File: src/rtl/pps_pkg.sv
// Package: sizes, table entry type, controller states, command codes and saturation helper for the scheduler.
package pps_pkg;

	localparam int MAX_JOBS  = 16;
	localparam int TIME_BITS = 16;
	localparam int IDX_W     = (MAX_JOBS > 1) ? $clog2(MAX_JOBS) : 1;
	localparam int SLOT_W    = 4;
	localparam int PRIO_W    = 8;
	localparam int FIELD_W   = 16;

	typedef struct packed {
		logic [PRIO_W-1:0]  prio;
		logic [FIELD_W-1:0] arrival;
		logic [FIELD_W-1:0] orig;
		logic [FIELD_W-1:0] remaining;
	} entry_t;

	typedef enum logic [1:0] {
		ST_IDLE,
		ST_SCAN,
		ST_DRAIN,
		ST_UPDATE
	} state_t;

	typedef enum logic {
		CMD_LOAD = 1'b0,
		CMD_TICK = 1'b1
	} cmd_t;

	function automatic logic [FIELD_W-1:0] sat16(input logic [TIME_BITS-1:0] v);
		logic [31:0] wide;
		wide = 32'(v);
		if (wide > 32'(16'hFFFF))
			return 16'hFFFF;
		else
			return FIELD_W'(wide);
	endfunction

endpackage

File: src/rtl/preemptive_priority_scheduler_core.sv
// Top level: preemptive priority scheduler with job table in a synchronous memory.
//
// channel | signals                                                  | transaction
// --------+----------------------------------------------------------+---------------------------
// input   | start, busy, command, job_slot, job_priority,            | start && !busy at clk edge
//         | job_arrival, job_burst                                   |
// result  | done, ran_job, served_slot, job_finished, finish_time,   | done high for one cycle
//         | turnaround, wait_time                                    |
//
// A load writes the slot at the accepting edge.
// A tick holds busy while the table is read one slot at a time through the single read port,
// the last compare is made in the drain state and write-back in the update state; the result
// strobe follows in the next cycle, where a new transaction can be taken.
// Reset clears the loaded flags and time; table contents stay undefined until loaded.
// The receiver cannot stall; done is one cycle wide.
module preemptive_priority_scheduler_core (
	input  logic                       clk,
	input  logic                       arst_n,
	input  logic                       start,
	output logic                       busy,
	input  logic                       command,
	input  logic [pps_pkg::SLOT_W-1:0] job_slot,
	input  logic [pps_pkg::PRIO_W-1:0] job_priority,
	input  logic [pps_pkg::FIELD_W-1:0] job_arrival,
	input  logic [pps_pkg::FIELD_W-1:0] job_burst,
	output logic                       done,
	output logic                       ran_job,
	output logic [pps_pkg::SLOT_W-1:0] served_slot,
	output logic                       job_finished,
	output logic [pps_pkg::FIELD_W-1:0] finish_time,
	output logic [pps_pkg::FIELD_W-1:0] turnaround,
	output logic [pps_pkg::FIELD_W-1:0] wait_time
);

	localparam logic [pps_pkg::IDX_W-1:0] LAST_IDX = pps_pkg::IDX_W'(pps_pkg::MAX_JOBS - 1);
	localparam logic [pps_pkg::TIME_BITS-1:0] TIME_MAX = '1;

	pps_pkg::entry_t mem [pps_pkg::MAX_JOBS];

	pps_pkg::state_t state_q, state_d;

	logic                           accept;
	logic                           load_we;
	logic                           scan_re;
	logic                           scan_start;
	logic                           upd_we;
	logic                           report;

	logic [pps_pkg::IDX_W-1:0]      scan_q;
	logic [pps_pkg::IDX_W-1:0]      idx_s1;
	logic                           rvalid_s1;
	pps_pkg::entry_t                rdata_s1;

	logic [pps_pkg::MAX_JOBS-1:0]   loaded_q;
	logic [pps_pkg::TIME_BITS-1:0]  time_q;
	logic [pps_pkg::TIME_BITS-1:0]  time_next;

	logic                           found_q;
	logic [pps_pkg::IDX_W-1:0]      best_idx_q;
	pps_pkg::entry_t                best_q;

	logic                           elig;
	logic                           better;

	logic                           mem_we;
	logic [pps_pkg::IDX_W-1:0]      mem_waddr;
	pps_pkg::entry_t                mem_wdata;

	logic                           ran_q;
	logic [pps_pkg::SLOT_W-1:0]     slot_q;
	logic                           fin_q;
	logic [pps_pkg::TIME_BITS-1:0]  tat_q;
	logic [pps_pkg::FIELD_W-1:0]    orig_q;
	logic [pps_pkg::TIME_BITS-1:0]  tat_d;
	logic [31:0]                    wt_wide;
	logic                           slot_ok;

	assign accept  = start && !busy;
	assign slot_ok = 32'(job_slot) < 32'(pps_pkg::MAX_JOBS);
	assign load_we = accept && (command == pps_pkg::CMD_LOAD) && slot_ok;

	always_comb begin
		state_d = state_q;
		case (state_q)
			pps_pkg::ST_IDLE: begin
				if (accept && command == pps_pkg::CMD_TICK)
					state_d = pps_pkg::ST_SCAN;
			end
			pps_pkg::ST_SCAN: begin
				if (scan_q == LAST_IDX)
					state_d = pps_pkg::ST_DRAIN;
			end
			pps_pkg::ST_DRAIN: begin
				state_d = pps_pkg::ST_UPDATE;
			end
			pps_pkg::ST_UPDATE: begin
				state_d = pps_pkg::ST_IDLE;
			end
			default: begin
				state_d = pps_pkg::ST_IDLE;
			end
		endcase
	end

	always_comb begin
		busy       = 1'b1;
		scan_re    = 1'b0;
		upd_we     = 1'b0;
		scan_start = 1'b0;
		case (state_q)
			pps_pkg::ST_IDLE: begin
				busy       = 1'b0;
				scan_start = accept && command == pps_pkg::CMD_TICK;
			end
			pps_pkg::ST_SCAN: begin
				scan_re = 1'b1;
			end
			pps_pkg::ST_DRAIN: begin
				busy = 1'b1;
			end
			pps_pkg::ST_UPDATE: begin
				upd_we = found_q;
			end
			default: begin
				busy = 1'b1;
			end
		endcase
	end

	always_ff @(posedge clk or negedge arst_n) begin
		if (!arst_n) begin
			state_q <= pps_pkg::ST_IDLE;
		end else begin
			state_q <= state_d;
		end
	end

	// table port: one write, one registered read
	always_comb begin
		mem_we    = load_we || upd_we;
		mem_waddr = best_idx_q;
		mem_wdata = best_q;
		mem_wdata.remaining = best_q.remaining - 16'd1;
		if (load_we) begin
			mem_waddr           = pps_pkg::IDX_W'(job_slot);
			mem_wdata.prio      = job_priority;
			mem_wdata.arrival   = job_arrival;
			mem_wdata.orig      = job_burst;
			mem_wdata.remaining = job_burst;
		end
	end

	always_ff @(posedge clk) begin
		if (mem_we)
			mem[mem_waddr] <= mem_wdata;
		if (scan_re) begin
			rdata_s1 <= mem[scan_q];
			idx_s1   <= scan_q;
		end
	end

	always_ff @(posedge clk or negedge arst_n) begin
		if (!arst_n) begin
			scan_q    <= '0;
			rvalid_s1 <= 1'b0;
		end else begin
			rvalid_s1 <= scan_re;
			if (scan_start)
				scan_q <= '0;
			else if (scan_re && scan_q != LAST_IDX)
				scan_q <= scan_q + 1'b1;
		end
	end

	// select best eligible entry
	assign elig = loaded_q[idx_s1] && (rdata_s1.remaining != '0) &&
	              (32'(rdata_s1.arrival) <= 32'(time_q));
	assign better = !found_q || (rdata_s1.prio < best_q.prio) ||
	                ((rdata_s1.prio == best_q.prio) && (rdata_s1.arrival < best_q.arrival));

	always_ff @(posedge clk or negedge arst_n) begin
		if (!arst_n) begin
			found_q <= 1'b0;
		end else if (scan_start) begin
			found_q <= 1'b0;
		end else if (rvalid_s1 && elig && better) begin
			found_q <= 1'b1;
		end
	end

	always_ff @(posedge clk) begin
		if (rvalid_s1 && elig && better) begin
			best_idx_q <= idx_s1;
			best_q     <= rdata_s1;
		end
	end

	always_ff @(posedge clk or negedge arst_n) begin
		if (!arst_n) begin
			loaded_q <= '0;
		end else if (load_we) begin
			loaded_q[pps_pkg::IDX_W'(job_slot)] <= 1'b1;
		end
	end

	// advance time, saturate at maximum
	assign time_next = (time_q == TIME_MAX) ? time_q : time_q + 1'b1;
	assign tat_d     = time_next - pps_pkg::TIME_BITS'(32'(best_q.arrival));

	always_ff @(posedge clk or negedge arst_n) begin
		if (!arst_n) begin
			time_q <= '0;
			report <= 1'b0;
		end else begin
			report <= (state_q == pps_pkg::ST_UPDATE);
			if (state_q == pps_pkg::ST_UPDATE)
				time_q <= time_next;
		end
	end

	always_ff @(posedge clk) begin
		if (state_q == pps_pkg::ST_UPDATE) begin
			ran_q  <= found_q;
			slot_q <= found_q ? pps_pkg::SLOT_W'(best_idx_q) : '0;
			fin_q  <= found_q && (best_q.remaining == 16'd1);
			tat_q  <= tat_d;
			orig_q <= best_q.orig;
		end
	end

	assign wt_wide = (32'(tat_q) > 32'(orig_q)) ? (32'(tat_q) - 32'(orig_q)) : 32'd0;

	assign done         = report;
	assign ran_job      = ran_q;
	assign served_slot  = slot_q;
	assign job_finished = fin_q;
	assign finish_time  = pps_pkg::sat16(time_q);
	assign turnaround   = fin_q ? pps_pkg::sat16(tat_q) : '0;
	assign wait_time    = fin_q ? ((wt_wide > 32'(16'hFFFF)) ? 16'hFFFF
	                                 : pps_pkg::FIELD_W'(wt_wide)) : '0;

endmodule

File: config.mk
export PLATFORM = sky130hd
export DESIGN_NAME = preemptive_priority_scheduler_core
export DESIGN_NICKNAME = d
export VERILOG_FILES = /design/src/rtl/pps_pkg.sv /design/src/rtl/preemptive_priority_scheduler_core.sv
export SDC_FILE = /design/constraint.sdc
export NUM_CORES = 1
export LEC_CHECK = 0
export BUFFER_PORTS_ARGS = -buffer_cell sky130_fd_sc_hd__clkbuf_2
export CAP_MARGIN = 15
export CELL_PAD_IN_SITES_DETAIL_PLACEMENT = 2
export CELL_PAD_IN_SITES_GLOBAL_PLACEMENT = 2
export CORE_MARGIN = 5
export CORE_UTILIZATION = 49
export CTS_CLUSTER_DIAMETER = 30
export CTS_CLUSTER_SIZE = 8
export DETAILED_ROUTE_END_ITERATION = 6
export PLACE_DENSITY_LB_ADDON = 0.25
export SLEW_MARGIN = 15
export SYNTH_ARGS = -nofsm -noshare
export SYNTH_HDL_FRONTEND = slang
export SYNTH_SLANG_ARGS = --single-unit
File: constraint.sdc
create_clock -name clk -period 7.7 [get_ports clk]
set_clock_uncertainty 0.2 [all_clocks]
set_input_delay 1.54 -clock clk [delete_from_list [all_inputs] [get_ports clk]]
set_output_delay 1.54 -clock clk [all_outputs]
set_load 0.02 [all_outputs]
==> flow_summary_export.csv, run 1 <==
group,metric,value,unit
outcome,status,"complete, no violations",
power,p_leak,0.0185,uW
synthesis,synth_top_area_share,71.7,%
finish,area_delta_synth_final,22.5,%
grt,grt_pass1_vias,27900,
placed_design,portBuffers,103,
cts,clock_path_buffers,3,
finish,fin_nets,2635,
power,irDropWorstVdd,0.000347,V
die,num_rows,110,
placed_design,pre_cts_slack,2020,ps
cts,clockRootBuffer,"clkbuf_16",
routing,drt_wl_total,164000,um
synthesis,synth_area_per_cell,20.0,um^2
cts,path_clk_slew,50,ps
power,pwr_density_cell,426,nW/um^2
placed_design,gp_congestion,0.815,
die,dieArea,96200,um^2
cts,worstSkewPairLatency,800,ps
finish,utilization,60.2,%
routing,dr.pass1.iters,5,
power,clock_power_share,42.9,%
sta,rsz0062_at_grt,"no",
synthesis,synth-warning-count,0,
routing,wl_per_cell,42.4,um
synthesis,yosysTopAreaCell,"edfxtp_1",
power,p_sw,7110,uW
synthesis,synth_cell_types,66,
synthesis,synth_flop_cell,"edfxtp_1",
placed_design,dp_hpwl,85800,um
grt,grt_pass1_wl,227000,um
synthesis,ys_ff_latch,1095,
sta,slew_headroom,14.4,%
grt,overflow,0,
worst_setup_path,crit_arrival,3960,ps
synthesis,netlist_area,44100,um^2
worst_setup_path,required,5960,ps
die,dieHeight,310,um
cts,cts_setup_buffers,0,
worst_setup_path,cp_max_fo,15,
synthesis,synth_common_cells,"1054 x edfxtp_1, 285 x mux4_2, 123 x nand2_1",
worst_setup_path,cp-end-kind,"output pin",
sta,worst_slack,2000,ps
routing,antenna_left,0,
die,core,89700,um^2
synthesis,syn-instance-count,2204,
synthesis,yosysMostFrequentCell,"edfxtp_1",
die,die_w,310,um
routing,first_iter_violations,3486,
sta,fin_crit_sh,74.0,%
power,pwr-share-seq,34.8,%
sta,setup_viol,0,
cts,clock_sinks,1095,
routing,drc,0,
worst_setup_path,critPathKind,"flip-flop to output pin",
power,combinationalPowerShare,22.3,%
sta,hold_viol_final,0,
power,p_int,15900,uW
sta,fmax,175,MHz
cts,cts_tree,"yes",
synthesis,async_reset_ff_share,3.74,%
routing,via_per_inst,6.65,
synthesis,syn_nets,2333,
worst_hold_path,min_path_type,"flip-flop to flip-flop",
cts,numCtsBuffers,220,
finish,fillCellCount,7176,
cts,htreeDepth,4,
power,sw_frac_of_total,30.9,%
grt,grt_max_degree,144,
sta,tns,0,ps
run,maxCapViolations,0,
cts,hold_buffers,0,
synthesis,synth_area_leaders,"edfxtp_1 72%, mux4_2 15%, dfrtp_1 2.3%",
grt,grt_usage,34.1,%
sta,tightest_slew,1280,ps
die,ioPinCount,104,
grt,antenna_found_initial,14,
synthesis,ys_seq_area_share,74.0,%
synthesis,synth_edf_count,1054,
die,start_util,49.2,%
routing,via_count,25700,
finish,layout-drive-gt1-share,31.3,%
sta,post-route-min-period,5700,ps
worst_setup_path,crit_path_start_kind,"flip-flop",
cts,cts_resized,0,
sta,finalMaxSlewViolations,0,
-- worst paths after layout --
kind                                        start                          to  slack, ps  depth (start not counted)
max in group asynchronous                  arst_n       scan_q[0]$_DFFE_PN0P_       6220                          1
min                        rdata_s1[31]$_DFFE_PP_        best_q[31]$_DFFE_PP_        220                          0
min reg2reg                rdata_s1[31]$_DFFE_PP_        best_q[31]$_DFFE_PP_        220                          0
min in group asynchronous                  arst_n  finish_time[4]$_DFFE_PN0P_        570                          1
max reg2reg                state_q[0]$_DFFE_PN0P_        mem[9][35]$_DFFE_PP_       2300                          8
max                            tat_q[0]$_DFFE_PP_                wait_time[0]       2000                         11
-- sequential cells by signal (all words and copies together) (netlist names), 2 cells and up --
signal       count
best_idx_q       4
state_q          2
mem            896
tat_q           16
orig_q          16
loaded_q        16
finish_time     16
served_slot      4
best_q          56
scan_q           4
idx_s1           4
rdata_s1        56
-- layout by cell type, fill, tap and decap left out, types with 24 or more instances in the layout --
| cell type | n |
|---|---|
| dfrtp_1 | 37 |
| clkbuf_2 | 102 |
| a21oi_1 | 55 |
| bufinv_16 | 32 |
| clkbuf_1 | 30 |
| edfxtp_1 | 1054 |
| buf_4 | 59 |
| nor2_1 | 44 |
| nand2_1 | 123 |
| xnor2_1 | 46 |
| clkbuf_16 | 223 |
| inv_1 | 73 |
| ha_1 | 77 |
| mux4_2 | 285 |
| a21o_1 | 24 |
| o21ai_0 | 54 |
| and2_1 | 25 |
| clkinv_1 | 41 |
| clkinv_2 | 31 |
-- per-stage QoR --
step                total power [uW]  hold WS [ps]  cells  area [um^2]
floorplan                      11000           200   2204        44100
global placement               12400           202   3452        46400
detailed placement             12800           212   3453        46400
CTS                            23000           226   3854        53800
global route                   23600           237   3861        54000
finish                         23000           221   3867        54100
-- routing by layer --
metal | GRT usage (%) | up-vias | part of all wire, %
li1 | - | 9682 | -
met1 | 43.5 | 13800 | 37
met2 | 58.1 | 1774 | 50
met3 | 6.64 | 438 | 8.5
met4 | 14.0 | 6 | 4.5
met5 | 0 | - | 0.025
-- critical path, stage by stage, from the launching register on --
cell and delay (ps):
edfxtp_1 360, inv_1 100, ha_1 270, fa_1 460
nor2b_1 250, o31a_1 270, o2111ai_1 170, nand3b_1 230
a31oi_2 170, o21ai_2 540, a21oi_1 170, clkbuf_2 190
-- kinds of logic (layout without fill, tap and decap cells) --
group	count (synthesis)	in the layout	share of synthesized area (%)
AO/OA/AOI/OAI	198	198	2.79
XOR/XNOR	63	63	1.25
adder cells (fa/ha/maj)	81	81	2.33
buffers and inverters	166	647	1.54
flip-flops	1095	1095	74.0
multiplexers	289	289	14.6
other	0	6	0
AND/OR/NAND/NOR	312	312	3.42
-- power groups by stage --
stage | Combinational [uW] | Clock (uW) | Sequential (uW)
floorplan | 3250 | 0 | 7730
global placement | 4450 | 0 | 7940
detailed placement | 4760 | 0 | 8040
CTS | 5070 | 9920 | 7990
global route | 5310 | 10300 | 8000
finish | 5120 | 9880 | 8000
-- area by class of cell --
cell class / count / area (um^2) / area share [%]
flip-flops and latches: 1095 / 32700 / 60.5
multi-input cells: 943 / 11000 / 20.3
clock buffers: 259 / 5780 / 10.7
clock inverters: 142 / 1640 / 3.04
well taps: 1176 / 1470 / 2.72
repair buffers: 173 / 1210 / 2.25
inverters: 73 / 274 / 0.507
diodes: 6 / 15.0 / 0.0278
Power figures use the tool's default switching activity.
==> inputs of run 2 (changes only) <==
Clock period 7.7 ns to 5.3 ns, I/O delays scaled along.
==> run 2 against run 1 <==
Global-route usage grew 0.15 points. Routed wire length shrank 0.96%. Combinational power grew 42%. Die area is the same. Register-to-register slack lost 2000 ps. Clock-buffer cell count shrank 1. Worst setup slack lost 1800 ps. Highest routed layer unchanged. Sequential share of layout area grew 0.065 points. Via count shrank 0.95%. Largest cell class unchanged. Final cell count grew 0.10%. Design area shrank 0.11%. Non-clock buffer count grew 7.
==> flow_summary_export.csv, run 2 (same netlist as run 1, synthesis figures left out) <==
group,metric,value,unit
cts,clock_path_buffers,3,
cts,clockRootBuffer,"clkbuf_16",
power,clock_power_share,42.1,%
worst_setup_path,crit_arrival,3820,ps
sta,rsz0062_at_grt,"no",
worst_setup_path,required,4040,ps
sta,slew_headroom,13.2,%
placed_design,gp_congestion,0.809,
worst_setup_path,cp-end-kind,"output pin",
run,maxCapViolations,0,
cts,numCtsBuffers,219,
power,finalPower,32800,uW
finish,top_regs,"mem (896), best_q (56), rdata_s1 (56)",
finish,layout_common_cells,"1054 x edfxtp_1, 285 x mux4_2, 221 x clkbuf_16",
worst_setup_path,critPathTopFamily,"compound AO/OA/AOI/OAI gates",
routing,via_count,25500,
routing,wl_per_cell,42.0,um
power,sw_frac_of_total,30.9,%
routing,wl_met1,61100,um
routing,route.met3.wl,13300,um
die,core,89700,um^2
finish,final_common_cell,"edfxtp_1",
power,p_leak,0.0184,uW
grt,grt_pass1_wl,229000,um
routing,dr.pass1.iters,7,
worst_setup_path,crit_slowest_cell,"o21ai_2",
worst_setup_path,critPathBufInv,2,
outcome,status,"complete, no violations",
cts,htreeDepth,4,
sta,post-route-min-period,5080,ps
power,pwr-share-seq,35.8,%
worst_setup_path,max_stage_delay,540,ps
power,combinationalPowerShare,22.1,%
die,dieHeight,310,um
grt,grt_usage,34.2,%
routing,via_per_inst,6.58,
die,num_rows,110,
sta,fin_crit_sh,95.8,%
finish,largest_reg_flops,896,
routing,top_layer_used,"met5",
sta,finalMaxSlewViolations,0,
routing,drc,0,
sta,tns,0,ps
sta,setup_viol,0,
routing,wl_met2,82000,um
finish,top_register,"mem",
grt,grt_pass1_vias,27800,
routing,first_iter_violations,3369,
die,die_w,310,um
sta,hold_viol_final,0,
sta,fmax,197,MHz
finish,layout-drive-gt1-share,31.6,%
cts,path_clk_slew,50,ps
cts,worstSkewPairLatency,800,ps
sta,tightest_slew,1300,ps
cts,clock_sinks,1095,
cts,cts_tree,"yes",
cts,cts_setup_buffers,0,
cts,cts_resized,0,
routing,antenna_left,0,
die,dieArea,96200,um^2
worst_setup_path,cp_max_fo,15,
worst_hold_path,min_path_type,"primary input to asynchronous set/reset pin",
die,ioPinCount,104,
power,pwr_density_cell,607,nW/um^2
routing,drt_wl_total,162000,um
finish,fin_nets,2641,
grt,antenna_found_initial,7,
grt,overflow,0,
grt,grt_max_degree,72,
finish,area_delta_synth_final,22.3,%
power,p_sw,10100,uW
power,irDropWorstVdd,0.000383,V
worst_setup_path,critPathKind,"flip-flop to output pin",
worst_setup_path,crit_path_start_kind,"flip-flop",
die,start_util,49.2,%
cts,hold_buffers,0,
placed_design,portBuffers,103,
worst_setup_path,path_cells,"inv_1 -> ha_1 -> fa_1 -> nor2b_1 -> o31a_1 -> o2111ai_1 -> nand3b_1 -> a31oi_2 -> o21ai_2 -> a21oi_1 -> clkbuf_2",
power,p_int,22700,uW
placed_design,dp_hpwl,86400,um
[run 2: cell count changes in the layout (fill, tap and decap cells not counted), sizes merged]
cell / change
clkinv: +11
bufinv: -7
buf: +6
diode: -4
clkinvlp: -1
inv: -1
[run 2: worst register-to-register path, stage by stage, from the launching register on]
cell and delay [ps]:
dfrtp_1 560, ha_1 320, nand2_1 140, nor2_1 390, nand4_2 470, nor2_1 340
a21oi_1 160, fa_1 510, nor2b_1 260, o21ai_0 200, a21boi_0 290, o21ai_0 220
a21oi_1 330, o221ai_1 200, xnor2_1 160
[run 2: layout make-up]
cell class / instances / area (um^2)
diodes: 2 / 5.00
clock buffers: 258 / 5670
clock inverters: 144 / 1510
fillers: 7142 / 35700
inverters: 73 / 274
multi-input cells: 943 / 11000
flip-flops and latches: 1095 / 32700
well taps: 1176 / 1470
repair buffers: 180 / 1420
[run 2: metal layers]
metal,vias up,track usage (%)
met5,-,0
met1,13800,44.3
met3,350,7.78
li1,9676,-
met2,1614,57.4
met4,2,12.9
[run 2: metrics by stage]
stage	hold slack, ps	std cells	cell area, um^2	utilization (%)	setup WS [ps]
2_1_floorplan	200	2204	44100	-	191
3_3_place_gp	202	3466	46800	52.1	1140
3_5_place_dp	211	3466	46800	52.1	809
4_1_cts	180	3868	54000	60.1	252
5_1_grt	228	3870	54000	60.2	5.83
6_report	199	3871	54000	60.2	221
[run 2: path summary, 6_finish.rpt]
check / cells past startpoint / from / end / slack (ps)
min in group clk: 0 / rdata_s1[27]$_DFFE_PP_ / best_q[27]$_DFFE_PP_ / 230
max: 11 / tat_q[0]$_DFFE_PP_ / wait_time[10] / 220
max in group asynchronous: 2 / arst_n / scan_q[3]$_DFFE_PN0P_ / 4150
min: 2 / arst_n / done$_DFF_PN0_ / 200
min reg2reg: 0 / rdata_s1[27]$_DFFE_PP_ / best_q[27]$_DFFE_PP_ / 230
max reg2reg: 14 / finish_time[0]$_DFFE_PN0P_ / tat_q[12]$_DFFE_PP_ / 300
[run 2: power groups by stage]
stage / Clock, uW / Sequential (uW) / Combinational [uW]
final: 13800 / 11700 / 7250
after detailed placement: 0 / 11800 / 6810
after global routing: 14400 / 11800 / 7510
after CTS: 13900 / 11700 / 7210
after global placement: 0 / 11700 / 6250
after floorplan: 0 / 11200 / 4730
